<file path="src/rtl/pfa_pkg.sv">
package pfa_pkg;

    localparam int DEF_NUM_PARTITIONS = 8;
    localparam int DEF_SIZE_BITS      = 16;

    localparam int KIND_W   = 2;
    localparam int IN_IDX_W = 3;
    localparam int FIELD_W  = 16;

    localparam int IDX_MAX_W = 6;
    localparam int VAL_W     = 32;

    typedef enum logic [KIND_W-1:0] {
        KIND_LOAD  = 2'd0,
        KIND_ALLOC = 2'd1,
        KIND_FREE  = 2'd2,
        KIND_NOP   = 2'd3
    } kind_t;

    typedef enum logic [1:0] {
        FIT_FIRST = 2'd0,
        FIT_BEST  = 2'd1,
        FIT_WORST = 2'd2
    } fit_t;

    typedef enum logic {
        OP_ALLOC = 1'b0,
        OP_FREE  = 1'b1
    } op_t;

    typedef struct packed {
        logic                 valid;
        op_t                  op;
        logic [1:0]           policy;
        logic [IDX_MAX_W-1:0] target;
        logic [VAL_W-1:0]     want;
        logic                 found;
        logic [IDX_MAX_W-1:0] idx;
        logic [VAL_W-1:0]     left;
        logic [VAL_W-1:0]     size;
        logic [VAL_W-1:0]     offset;
    } pfa_tok_t;

    typedef struct packed {
        logic load;
        logic take;
        logic release_part;
    } pfa_ctl_t;

endpackage

</file>
<file path="src/rtl/pfa_cell.sv">
module pfa_cell
    import pfa_pkg::*;
#(
    parameter int SIZE_BITS = DEF_SIZE_BITS,
    parameter int CELL_IDX  = 0
)
(
    input  logic             clk,
    input  logic             rst_n,
    input  pfa_ctl_t         ctl,
    input  logic [VAL_W-1:0] load_offset,
    input  logic [VAL_W-1:0] load_size,
    input  pfa_tok_t         tok_in,
    output pfa_tok_t         tok_out
);

    logic [SIZE_BITS-1:0] offset_reg;
    logic [SIZE_BITS-1:0] size_reg;
    logic                 present_reg;
    logic                 taken_reg;
    pfa_tok_t             tok_reg;
    pfa_tok_t             tok_next;

    logic [VAL_W-1:0] size_ext;
    logic [VAL_W-1:0] left;
    logic             fits;
    logic             better;
    logic             take_tok;

    always_comb
    begin
        size_ext = VAL_W'(size_reg);
        left     = size_ext - tok_in.want;
        fits     = present_reg && !taken_reg && (size_ext >= tok_in.want);
        better   = !tok_in.found
                || ((tok_in.policy == FIT_BEST)  && (left < tok_in.left))
                || ((tok_in.policy == FIT_WORST) && (left > tok_in.left));
        if (tok_in.op == OP_ALLOC)
        begin
            take_tok = fits && better;
        end
        else
        begin
            take_tok = present_reg && (tok_in.target == IDX_MAX_W'(CELL_IDX));
        end
        tok_next = tok_in;
        if (tok_in.valid && take_tok)
        begin
            tok_next.found  = 1'b1;
            tok_next.idx    = IDX_MAX_W'(CELL_IDX);
            tok_next.left   = left;
            tok_next.size   = size_ext;
            tok_next.offset = VAL_W'(offset_reg);
        end
    end

    always_ff @(posedge clk or negedge rst_n)
    begin
        if (!rst_n)
        begin
            present_reg <= 1'b0;
            taken_reg   <= 1'b0;
            tok_reg     <= '0;
        end
        else
        begin
            tok_reg <= tok_next;
            if (ctl.load)
            begin
                present_reg <= 1'b1;
                taken_reg   <= 1'b0;
            end
            else if (ctl.take)
            begin
                taken_reg <= 1'b1;
            end
            else if (ctl.release_part)
            begin
                taken_reg <= 1'b0;
            end
        end
    end

    always_ff @(posedge clk)
    begin
        if (ctl.load)
        begin
            offset_reg <= load_offset[SIZE_BITS-1:0];
            size_reg   <= load_size[SIZE_BITS-1:0];
        end
    end

    assign tok_out = tok_reg;

endmodule

</file>
<file path="src/rtl/partition_fit_allocator_top.sv">
// Partition table of NUM_PARTITIONS entries, one per cell in a chain. A load is
// written at the transfer and its result is registered in the pending registers,
// then moved to the output register. An allocate or free sends a search token
// down the chain, one cell per cycle; when it leaves the last cell its result is
// registered in the pending registers and then moved to the output register. The
// allocated mark is updated as the result enters the output register. One item is
// in work at a time; a new item is taken once the previous result has moved to the
// output register, so a result held at the output stalls the next one. The policy
// register takes a write every cycle.
module partition_fit_allocator_top
    import pfa_pkg::*;
#(
    parameter int NUM_PARTITIONS = DEF_NUM_PARTITIONS,
    parameter int SIZE_BITS      = DEF_SIZE_BITS
)
(
    input  logic                clk,
    input  logic                rst_n,
    input  logic                cfg_valid,
    output logic                cfg_ready,
    input  logic [1:0]          cfg_data,
    input  logic                in_valid,
    output logic                in_ready,
    input  logic [KIND_W-1:0]   kind,
    input  logic [IN_IDX_W-1:0] partition_index,
    input  logic [FIELD_W-1:0]  partition_offset,
    input  logic [FIELD_W-1:0]  request_size,
    output logic                out_valid,
    input  logic                out_ready,
    output logic                success,
    output logic [IN_IDX_W-1:0] chosen_index,
    output logic [FIELD_W-1:0]  chosen_size,
    output logic [FIELD_W-1:0]  chosen_offset
);

    typedef enum logic [1:0] {
        ST_IDLE,
        ST_SCAN,
        ST_DONE
    } state_t;

    localparam logic [VAL_W-1:0] SIZE_MASK = VAL_W'((64'd1 << SIZE_BITS) - 64'd1);

    state_t               state_reg;
    logic [1:0]           policy_reg;
    logic                 out_valid_reg;
    logic                 success_reg;
    logic [IN_IDX_W-1:0]  index_reg;
    logic [FIELD_W-1:0]   size_reg;
    logic [FIELD_W-1:0]   offset_reg;
    logic                 pend_success_reg;
    logic [IN_IDX_W-1:0]  pend_index_reg;
    logic [FIELD_W-1:0]   pend_size_reg;
    logic [FIELD_W-1:0]   pend_offset_reg;
    logic                 upd_valid_reg;
    op_t                  upd_op_reg;
    logic [IDX_MAX_W-1:0] upd_idx_reg;

    logic             in_fire;
    logic             done_move;
    logic             idx_ok;
    logic [VAL_W-1:0] ld_offset;
    logic [VAL_W-1:0] ld_size;

    pfa_tok_t tok_chain [0:NUM_PARTITIONS];
    pfa_ctl_t cell_ctl  [0:NUM_PARTITIONS-1];

    assign cfg_ready = 1'b1;
    assign in_ready  = (state_reg == ST_IDLE);
    assign in_fire   = in_valid && in_ready;
    assign done_move = (state_reg == ST_DONE) && (!out_valid_reg || out_ready);
    assign idx_ok    = (32'(partition_index) < NUM_PARTITIONS);
    assign ld_offset = VAL_W'(partition_offset) & SIZE_MASK;
    assign ld_size   = VAL_W'(request_size) & SIZE_MASK;

    always_comb
    begin
        tok_chain[0]        = '0;
        tok_chain[0].valid  = in_fire && ((kind == KIND_ALLOC) || (kind == KIND_FREE));
        tok_chain[0].op     = (kind == KIND_FREE) ? OP_FREE : OP_ALLOC;
        tok_chain[0].policy = policy_reg;
        tok_chain[0].target = IDX_MAX_W'(partition_index);
        tok_chain[0].want   = VAL_W'(request_size);
    end

    for (genvar i = 0; i < NUM_PARTITIONS; i++)
    begin : g_cell
        always_comb
        begin
            cell_ctl[i].load = in_fire && (kind == KIND_LOAD)
                             && (32'(partition_index) == i);
            cell_ctl[i].take = done_move && upd_valid_reg && (upd_op_reg == OP_ALLOC)
                             && (upd_idx_reg == IDX_MAX_W'(i));
            cell_ctl[i].release_part = done_move && upd_valid_reg
                                     && (upd_op_reg == OP_FREE)
                                     && (upd_idx_reg == IDX_MAX_W'(i));
        end

        pfa_cell #(
            .SIZE_BITS (SIZE_BITS),
            .CELL_IDX  (i)
        ) u_cell (
            .clk         (clk),
            .rst_n       (rst_n),
            .ctl         (cell_ctl[i]),
            .load_offset (ld_offset),
            .load_size   (ld_size),
            .tok_in      (tok_chain[i]),
            .tok_out     (tok_chain[i+1])
        );
    end

    always_ff @(posedge clk or negedge rst_n)
    begin
        if (!rst_n)
        begin
            state_reg        <= ST_IDLE;
            policy_reg       <= FIT_FIRST;
            out_valid_reg    <= 1'b0;
            success_reg      <= 1'b0;
            index_reg        <= '0;
            size_reg         <= '0;
            offset_reg       <= '0;
            pend_success_reg <= 1'b0;
            pend_index_reg   <= '0;
            pend_size_reg    <= '0;
            pend_offset_reg  <= '0;
            upd_valid_reg    <= 1'b0;
            upd_op_reg       <= OP_ALLOC;
            upd_idx_reg      <= '0;
        end
        else
        begin
            if (cfg_valid && cfg_ready)
            begin
                policy_reg <= cfg_data;
            end
            if (out_valid_reg && out_ready && !done_move)
            begin
                out_valid_reg <= 1'b0;
            end
            unique case (state_reg)
                ST_IDLE:
                begin
                    if (in_fire)
                    begin
                        upd_valid_reg <= 1'b0;
                        if ((kind == KIND_ALLOC) || (kind == KIND_FREE))
                        begin
                            state_reg <= ST_SCAN;
                        end
                        else
                        begin
                            state_reg <= ST_DONE;
                            if ((kind == KIND_LOAD) && idx_ok)
                            begin
                                pend_success_reg <= 1'b1;
                                pend_index_reg   <= partition_index;
                                pend_size_reg    <= ld_size[FIELD_W-1:0];
                                pend_offset_reg  <= ld_offset[FIELD_W-1:0];
                            end
                            else
                            begin
                                pend_success_reg <= 1'b0;
                                pend_index_reg   <= '0;
                                pend_size_reg    <= '0;
                                pend_offset_reg  <= '0;
                            end
                        end
                    end
                end
                ST_SCAN:
                begin
                    if (tok_chain[NUM_PARTITIONS].valid)
                    begin
                        state_reg     <= ST_DONE;
                        upd_valid_reg <= tok_chain[NUM_PARTITIONS].found;
                        upd_op_reg    <= tok_chain[NUM_PARTITIONS].op;
                        upd_idx_reg   <= tok_chain[NUM_PARTITIONS].idx;
                        if (tok_chain[NUM_PARTITIONS].found)
                        begin
                            pend_success_reg <= 1'b1;
                            pend_index_reg   <= tok_chain[NUM_PARTITIONS].idx[IN_IDX_W-1:0];
                            pend_size_reg    <= tok_chain[NUM_PARTITIONS].size[FIELD_W-1:0];
                            pend_offset_reg  <= tok_chain[NUM_PARTITIONS].offset[FIELD_W-1:0];
                        end
                        else
                        begin
                            pend_success_reg <= 1'b0;
                            pend_index_reg   <= '0;
                            pend_size_reg    <= '0;
                            pend_offset_reg  <= '0;
                        end
                    end
                end
                ST_DONE:
                begin
                    if (done_move)
                    begin
                        state_reg     <= ST_IDLE;
                        out_valid_reg <= 1'b1;
                        success_reg   <= pend_success_reg;
                        index_reg     <= pend_index_reg;
                        size_reg      <= pend_size_reg;
                        offset_reg    <= pend_offset_reg;
                    end
                end
                default:
                begin
                    state_reg <= ST_IDLE;
                end
            endcase
        end
    end

    assign out_valid     = out_valid_reg;
    assign success       = success_reg;
    assign chosen_index  = index_reg;
    assign chosen_size   = size_reg;
    assign chosen_offset = offset_reg;

endmodule

</file>
<file path="config.mk">
export PLATFORM = sky130hd
export DESIGN_NAME = partition_fit_allocator_top
export DESIGN_NICKNAME = d
export VERILOG_FILES = /design/src/rtl/pfa_pkg.sv /design/src/rtl/pfa_cell.sv /design/src/rtl/partition_fit_allocator_top.sv
export SDC_FILE = /design/constraint.sdc
export NUM_CORES = 1
export LEC_CHECK = 0
export BUFFER_PORTS_ARGS = -buffer_cell sky130_fd_sc_hd__buf_4
export CAP_MARGIN = 20
export CORE_ASPECT_RATIO = 0.6
export CORE_UTILIZATION = 45
export DETAILED_ROUTE_END_ITERATION = 10
export PLACE_DENSITY_LB_ADDON = 0.12
export SLEW_MARGIN = 20
export SYNTH_ARGS = -nofsm -noshare
export SYNTH_HDL_FRONTEND = slang
export SYNTH_HIERARCHICAL = 1
export SYNTH_SLANG_ARGS = --single-unit
</file>
<file path="constraint.sdc">
create_clock -name clk -period 8.6 [get_ports clk]
set_input_delay 0.86 -clock clk [delete_from_list [all_inputs] [get_ports clk]]
set_output_delay 0.86 -clock clk [all_outputs]
set_load 0.02 [all_outputs]
</file>
Yosys cells after proc, flatten, opt, wreduce, memory -nomap -nowiden
Cells that the tools add are included.
{ "classes": {"n_addsub": 8, "n_mul": 0, "div": 0, "n_lt_le_gt_ge": 22, "n_eq_ne": 43, "n_shift": 0, "n_mux": 76, "bitwise_logic": 1, "reduce_logical": 138} }
{ "op_table": {"columns": ["cell", "n"], "rows": [
  ["103-bit 2-to-1 mux", 8],
  ["32-bit > comparator", 7],
  ["32-bit < comparator", 7],
  ["16-bit 2-to-1 mux", 10],
  ["16-bit by 16-bit subtractor with 17-bit output", 8],
  ["16-bit >= comparator", 8],
  ["1-bit logical AND", 86],
  ["16-bit case mux with 2 select lines", 2],
  ["1-bit 2-to-1 mux", 43],
  ["3-bit == test (second input constant)", 8],
  ["6-bit by 3-bit == test with 1-bit output (second input constant)", 4],
  ["3-bit nonzero test", 8],
  ["2-bit by 1-bit == test with 1-bit output (second input constant)", 9],
  ["2-bit == test (second input constant)", 9],
  ["1-bit zero test", 17],
  ["1-bit logical OR", 16],
  ["3-bit 2-to-1 mux", 5],
  ["3-bit by 2-bit == test with 1-bit output (second input constant)", 4],
  ["6-bit by 2-bit == test with 1-bit output (second input constant)", 2],
  ["6-bit zero test", 2],
  ["2-bit 2-to-1 mux", 4],
  ["3-bit by 1-bit == test with 1-bit output (second input constant)", 2],
  ["6-bit by 1-bit == test with 1-bit output (second input constant)", 1],
  ["2-bit case mux with 3 select lines", 1],
  ["11 further kinds", 17]
]} }
{ "word_totals": {"reg_bits": 1280, "latch_bits": 0, "ramBits": 0, "mem_bits_ro": 0, "inputBits": 44, "wordCells": 410, "mem_count": 0} }

Longest topological paths before layout
Gate-level depths: netlist of run 1.
{ "depth": {"depth_word": 9, "depth_mapped": 22} }

Cells and area by module
The synthesis of run 1 kept the hierarchy.
{ "modules_own_cells": {"columns": ["mod", "instances", "cells_per_inst", "area_per_inst_um2"], "rows": [
  ["pfa_cell (g_cell[5].u_cell)", 1, 612, 7960.1],
  ["pfa_cell (g_cell[6].u_cell)", 1, 611, 7856.3],
  ["pfa_cell (g_cell[2].u_cell)", 1, 593, 7846.3],
  ["pfa_cell (g_cell[7].u_cell)", 1, 606, 7832.5],
  ["pfa_cell (g_cell[1].u_cell)", 1, 640, 7816.2],
  ["pfa_cell (g_cell[0].u_cell)", 1, 587, 7787.5],
  ["pfa_cell (g_cell[4].u_cell)", 1, 588, 7677.4],
  ["pfa_cell (g_cell[3].u_cell)", 1, 590, 7668.6],
  ["partition_fit_allocator_top", 1, 361, 4360.4]
]} }

Worst setup path before layout of run 1
No wires, ideal clock.
{ "synth_timing": {"path_kind": "flip-flop to flip-flop", "from": "register g_cell[5].u_cell/tok_out[121] (netlist name)", "to": "register g_cell[6].u_cell.tok_reg, in the netlist g_cell[6].u_cell/tok_out[67]", "setup_ps": 125, "arrival_ps": 5083, "setup_slack_ps": 3392, "stages_incl_launch_ff": 18, "path_buffers": 2, "cell_sequence": "dfrtp_1 > or4_4 > or3_1 > or3_4 > or4_4 > or4_1 > nor2_1 > xnor2_1 > ha_1 > nand4_1 > or4_1 > a41oi_1 > mux2i_1 > o211a_1 > o32a_1 > buf_6 > buf_6 > mux2_4"} }
{ "synth_lines": {"columns": ["element", "line_no", "source"], "rows": [
  ["end signal: assignment", "pfa_cell.sv:67", "tok_reg <= tok_next;"],
  ["end: declaration", "pfa_cell.sv:21", "pfa_tok_t tok_reg;"]
]} }

==> metrics.txt, run 1 <==
overall routed net length around 140 mm; Pint just under 10 mW; core occupancy in the finished layout 50.9%; TritonCTS buffer count 107; category of the critical setup timing path reg2reg; total of buffers placed on input and output ports a little over 80; clock sink count 1189; most common library cell in the layout ignoring fill and taps dfrtp_1; synthesis-to-layout area growth 12.0%; share of cells above drive strength 1 approximately 17%; number of setup violations in the final report 0; leakage power summed over all cells ~28 nW; P_sw 3.46 mW; status finished with violations; max-cap viol count 0; Top Ports 83; CP startpoint kind register; peak supply drop roughly 160 uV; wire length per cell ~21 um; flip-flop count of the largest register after layout about 830; number of pins exceeding their max-slew limit in the final report 0; smallest hold slack slightly above 200 ps; DRT iter0 DRCs a little under 3000; data required time of the worst path 9210 ps; footprint of the flip-flops and latches slightly above 0.03 sq mm; count of TritonRoute iterations in the first routing pass 11; final estimated routing congestion in global placement between 0.9 and 1; core box area between 0.1 and 0.15 sq mm; Arrival @ worst endpoint about 7400 ps; TritonCTS clock tree done; count of final hold-check violations 0; number of H-tree levels 3; effective utilization at floorplan between 40 and 50%; Hold Crit Class in2async; commonest non-fill, non-tap cells in the layout 933 x dfrtp_1, 467 x inv_1, 385 x ha_1; Sw Share a little over a quarter; average vias per placed instance 5.16; all-layer global routing usage between 20% and 30%; Clock Tree Buf Depth 3; Clk Latency, worst-skew pair 730 ps; number of buffers added to fix hold violations after cts 0; clock network fraction of total power about 38%; DRT antenna net count 0; power density over cell area ~210 mW/mm^2; Critical Path Fanout Max 25; maximum number of pins on one net before global-route repair approximately 190; detailed placer's ending HPWL just over 100 mm; number of fill cells in the layout 10800; CP endpoint kind register; site row count 100; combinational share of power 13.3%; Root Buffer Master clkbuf_16; Worst Skew around 31 ps; Seq pwr share between 40% and 50%; unrepaired setup endpoints after global routing false; max_slew headroom between 20% and 30%; Total Nets Final about 5200; Post-Syn Area per Cell about 12 sq um; vertical die dimension 276 um; die area about 0.13 sq mm; floorplan die width between 400 and 500 um; worst reg2reg setup slack between 1500 and 2000 ps; Tmin final between 6000 and 7000 ps; synth warn 6; Post-Synthesis Cell Area around 0.056 sq mm; share of the clock period used by the worst path after layout 78.5%; area used by multi-input combinational logic about 0.024 sq mm; highest achievable clock rate approximately 150 MHz; GR Overflow Total 0; final sum of negative setup slack 0 ps; Post-Syn Instances about 4500; number of global-route vias before repair 32900; Critical Path Source g_cell[4].u_cell/tok_out[103]; initial antenna violation count 13; total vias in the final route ~34000; slew at the pin with the worst max-slew slack about 1100 ps; RR Startpoint g_cell[4].u_cell/tok_out[103]; wire length of the first global-routing pass 211 mm; failing checks DRC; Post-CTS Resized 0; count of buffers added by post-CTS timing repair for setup 0; Remaining DRCs 3; clock-pin slew on the worst setup and hold paths roughly 70 ps
## routing by layer
metal	GRT usage, %	share of wire (%)
met2	26.5	35
met1	39.3	57
met4	4.37	1.7
met3	3.78	6.4
met5	0	0
## per-stage QoR
| stage | std cells | power [mW] | instance area, sq um | setup WS (ps) |
|---|---|---|---|---|
| after floorplan | 4691 | 7.66 | 57000 | 3400 |
| after global placement | 6374 | 8.30 | 59400 | 2090 |
| after detailed placement | 6375 | 8.33 | 59400 | 1980 |
| after CTS | 6577 | 13.4 | 63100 | 1950 |
| after global routing | 6578 | 13.9 | 63200 | 1640 |
| final | 6585 | 13.3 | 63200 | 1850 |
## area by class of cell
cell class	instances	area share [%]
clock inverter	53	1.14
multi-input combinational	2922	37.3
antenna	7	0.0277
clock buffer	149	4.78
tap	1683	3.33
inverter	467	2.77
sequential	1189	49.1
timing repair buffer	115	1.57
## final timing paths
kind                                            endpoint  depth (start not counted)
max in group asynchronous   g_cell[0].u_cell/tok_out[42]                          4
hold / removal              g_cell[6].u_cell/tok_out[83]                          1
min in group clk           g_cell[1].u_cell/tok_out[105]                          0
setup reg to reg            g_cell[5].u_cell/tok_out[14]                         17
hold reg to reg            g_cell[1].u_cell/tok_out[105]                          0
setup / recovery            g_cell[5].u_cell/tok_out[14]                         17
## power by group through the flow
stage / registers [mW] / logic [mW] / clock network, mW
after floorplan: 6.49 / 1.17 / 0
after global placement: 6.56 / 1.74 / 0
after detailed placement: 6.56 / 1.77 / 0
after CTS: 6.45 / 1.78 / 5.18
after global routing: 6.50 / 1.96 / 5.39
final: 6.46 / 1.77 / 5.06
## worst max-delay path, cell delays in order, from the launching register on
cell      delay, ps
dfrtp_1         400
ha_1            250
fa_1            400
nand2b_1        180
a211oi_1        360
o311ai_0        280
a31oi_1         740
o21ai_0         200
xor2_1          200
ha_1            340
nand4_1         180
nor4_1          720
a31oi_1         250
o311ai_0        180
o211ai_2        180
o221ai_4        810
buf_4           530
mux2_2          390
No activity file was read; power rests on OpenSTA's default activity.
==> run 2, diff against run 1 <==
- clock period: 8.6 -> 6.55 ns (I/O delays scaled with it)
==> run 2 against run 1 <==
  * The flow finishes with violations (DRC, hold timing)
  * Largest power group unchanged
  * First-iteration DRC count down 4.4%
  * Flip-flop and latch count unchanged
  * Sequential share of layout area fell by 0.16 points
  * Critical path depth is 2 higher
  * Critical endpoint is now g_cell[2].u_cell/tok_out[11]
  * Setup slack lost 1200 ps
  * Count of clock-buffer cells in the layout up 4
  * Via count decreased by 0.26%
  * Clock power up 33%
  * Clock skew increased by 1.2 ps
==> metrics.txt, run 2 (synthesis gave the netlist of run 1 again) <==
slowest library cell on the worst path dfrtp_1; number of buffers added to fix hold violations after cts 0 (unchanged); Clock Tree Buf Depth 3 (unchanged); maximum number of pins on one net before global-route repair 176 (-8.3%); core box area 0.124 sq mm (unchanged); max-cap viol count 0 (unchanged); count of TritonRoute iterations in the first routing pass 10 (-1); site row count 100 (unchanged); vertical die dimension 276 um (unchanged); die area 0.127 sq mm (unchanged); number of pins exceeding their max-slew limit in the final report 0 (unchanged); most common library cell in the layout ignoring fill and taps dfrtp_1; Post-CTS Resized 0 (unchanged); worst reg2reg setup slack 660 ps (-1190 ps); TritonCTS clock tree done; clock sink count 1189 (unchanged); peak supply drop 222 uV (+42%); smallest hold slack -11.7 ps (-219 ps); final sum of negative setup slack 0 ps (unchanged); core occupancy in the finished layout 51.1% (+0.17 points); share of the clock period used by the worst path after layout 89.9% (+11 points); average vias per placed instance 5.15 (-0.35%); Final Power 17.5 mW (+32%); CP startpoint kind register; Worst Slack Setup Final 661 ps (-1190 ps); wire length of the first global-routing pass 211 mm (about the same); wire length per cell 21.0 um (-0.21%); worst path buffer plus inverter count 1 (unchanged); Clk Latency, worst-skew pair 720 ps (about the same); final estimated routing congestion in global placement 0.931 (-0.98%); Critical Path Fanout Max 54 (+120%); number of H-tree levels 3 (unchanged); status finished with violations; RR Startpoint g_cell[1].u_cell/tok_out[103]; floorplan die width 459 um (unchanged); Worst Reg2Reg Path Length in Cells 19 (+2); total of buffers placed on input and output ports 81 (unchanged); leakage power summed over all cells 28.5 nW (+0.41%); power density over cell area 277 mW/mm^2 (+32%); unrepaired setup endpoints after global routing false; count of buffers added by post-CTS timing repair for setup 0 (unchanged); Tmin final 5890 ps (-865 ps); DRT antenna net count 0 (unchanged); Total Nets Final 5251 (+0.21%); count of final hold-check violations 7 (+7); post-placement setup slack 808 ps (-1180 ps); TritonCTS buffer count 109 (+1.9%); highest achievable clock rate 170 MHz (+15%); category of the critical setup timing path reg2reg; commonest non-fill, non-tap cells in the layout 933 x dfrtp_1, 467 x inv_1, 385 x ha_1; clock-pin slew on the worst setup and hold paths 60 ps (about the same); Root Buffer Master clkbuf_16; cells along the critical path ha_1, fa_1, nand2b_1, a211oi_1, o21ai_0, a31oi_1, o21a_1, o21ai_0, xor2_1, ha_1, nand4_1, nor4_1, nand2_1, a31oi_1, mux2i_1, mux2i_1, a311oi_4, buf_12, mux2_2; failing checks DRC, hold timing; initial antenna violation count 2 (-11); number of global-route vias before repair 32900 (-0.0061%); synthesis-to-layout area growth 12.4%; CP endpoint kind register; number of setup violations in the final report 0 (unchanged); post-placement cell count 6384 (+0.14%); slew at the pin with the worst max-slew slack 991 ps (-122 ps); GR Overflow Total 0 (unchanged); max_slew headroom 33.6% (+7.8 points); placed instance area 0.0595 sq mm (+0.20%); final std cells w/o fill 6591 (+0.091%); Worst Skew 31.8 ps (+1.16 ps); Top Ports 83 (unchanged); Final Cell Area 0.0634 sq mm (+0.33%); detailed placer's ending HPWL 103 mm (about the same); Remaining DRCs 2 (-1); flip-flop count of the largest register after layout 832 (unchanged); maximum single-stage delay on the critical path 420 ps (-390 ps); Critical R2R Capture g_cell[2].u_cell/tok_out[11]; total vias in the final route 33900 (-0.26%); data required time of the worst path 7140 ps (-2070 ps); Hold Crit Class in2async; cell class contributing the biggest share of worst-path delay compound AO/OA/AOI/OAI gates; share of cells above drive strength 1 17.3% (+0.36 points); DRT iter0 DRCs 2773 (-4.4%); all-layer global routing usage 22.1% (+0.030 points); effective utilization at floorplan 45.4% (unchanged); Arrival @ worst endpoint 6480 ps (-890 ps); overall routed net length 139 mm (-0.12%)
## run 2: worst max path at each step
stage | startpoint | to | slack (ps) | cells after the start
final | g_cell[1].u_cell/tok_out[103] | g_cell[2].u_cell/tok_out[11] | 660 | 19
after CTS | g_cell[3].u_cell/tok_out[121] | g_cell[4].u_cell/tok_out[13] | 780 | 17
after detailed placement | g_cell[3].u_cell/tok_out[121] | g_cell[4].u_cell/tok_out[68] | 810 | 17
after global routing | g_cell[3].u_cell/tok_out[121] | g_cell[4].u_cell/tok_out[9] | 420 | 17
after global placement | g_cell[6].u_cell/tok_out[121] | g_cell[7].u_cell/tok_out[6] | 840 | 16
after floorplan | g_cell[5].u_cell/tok_out[121] | g_cell[6].u_cell/tok_out[67] | 1350 | 17
## run 2: final cells by class
cell class	instances	area, sq um
antenna	4	10.0
tap	1683	2110
timing repair buffer	124	1120
inverter	467	1750
sequential	1189	31000
clock inverter	49	604
multi-input combinational	2922	23500
clock buffer	153	3220
fill	10900	60700
## run 2: where the power goes
part	leakage (nW)	switching [mW]	internal, mW	total (mW)
Combinational	13.3	1.28	1.03	2.31
Clock	1.87	2.83	3.91	6.74
Sequential	13.3	0.409	8.08	8.49
## run 2: per-layer routing
layer  wire length (um)  part of all wire (%)  up-vias  global-route usage [%]
li1                   -                     -    16200                       -
met1              78500                    57    16700                    39.5
met2              49700                    36      866                    26.8
met3               8320                   6.0      144                    3.35
met4               2190                   1.6        0                    4.16
met5                  0                     0        -                       0
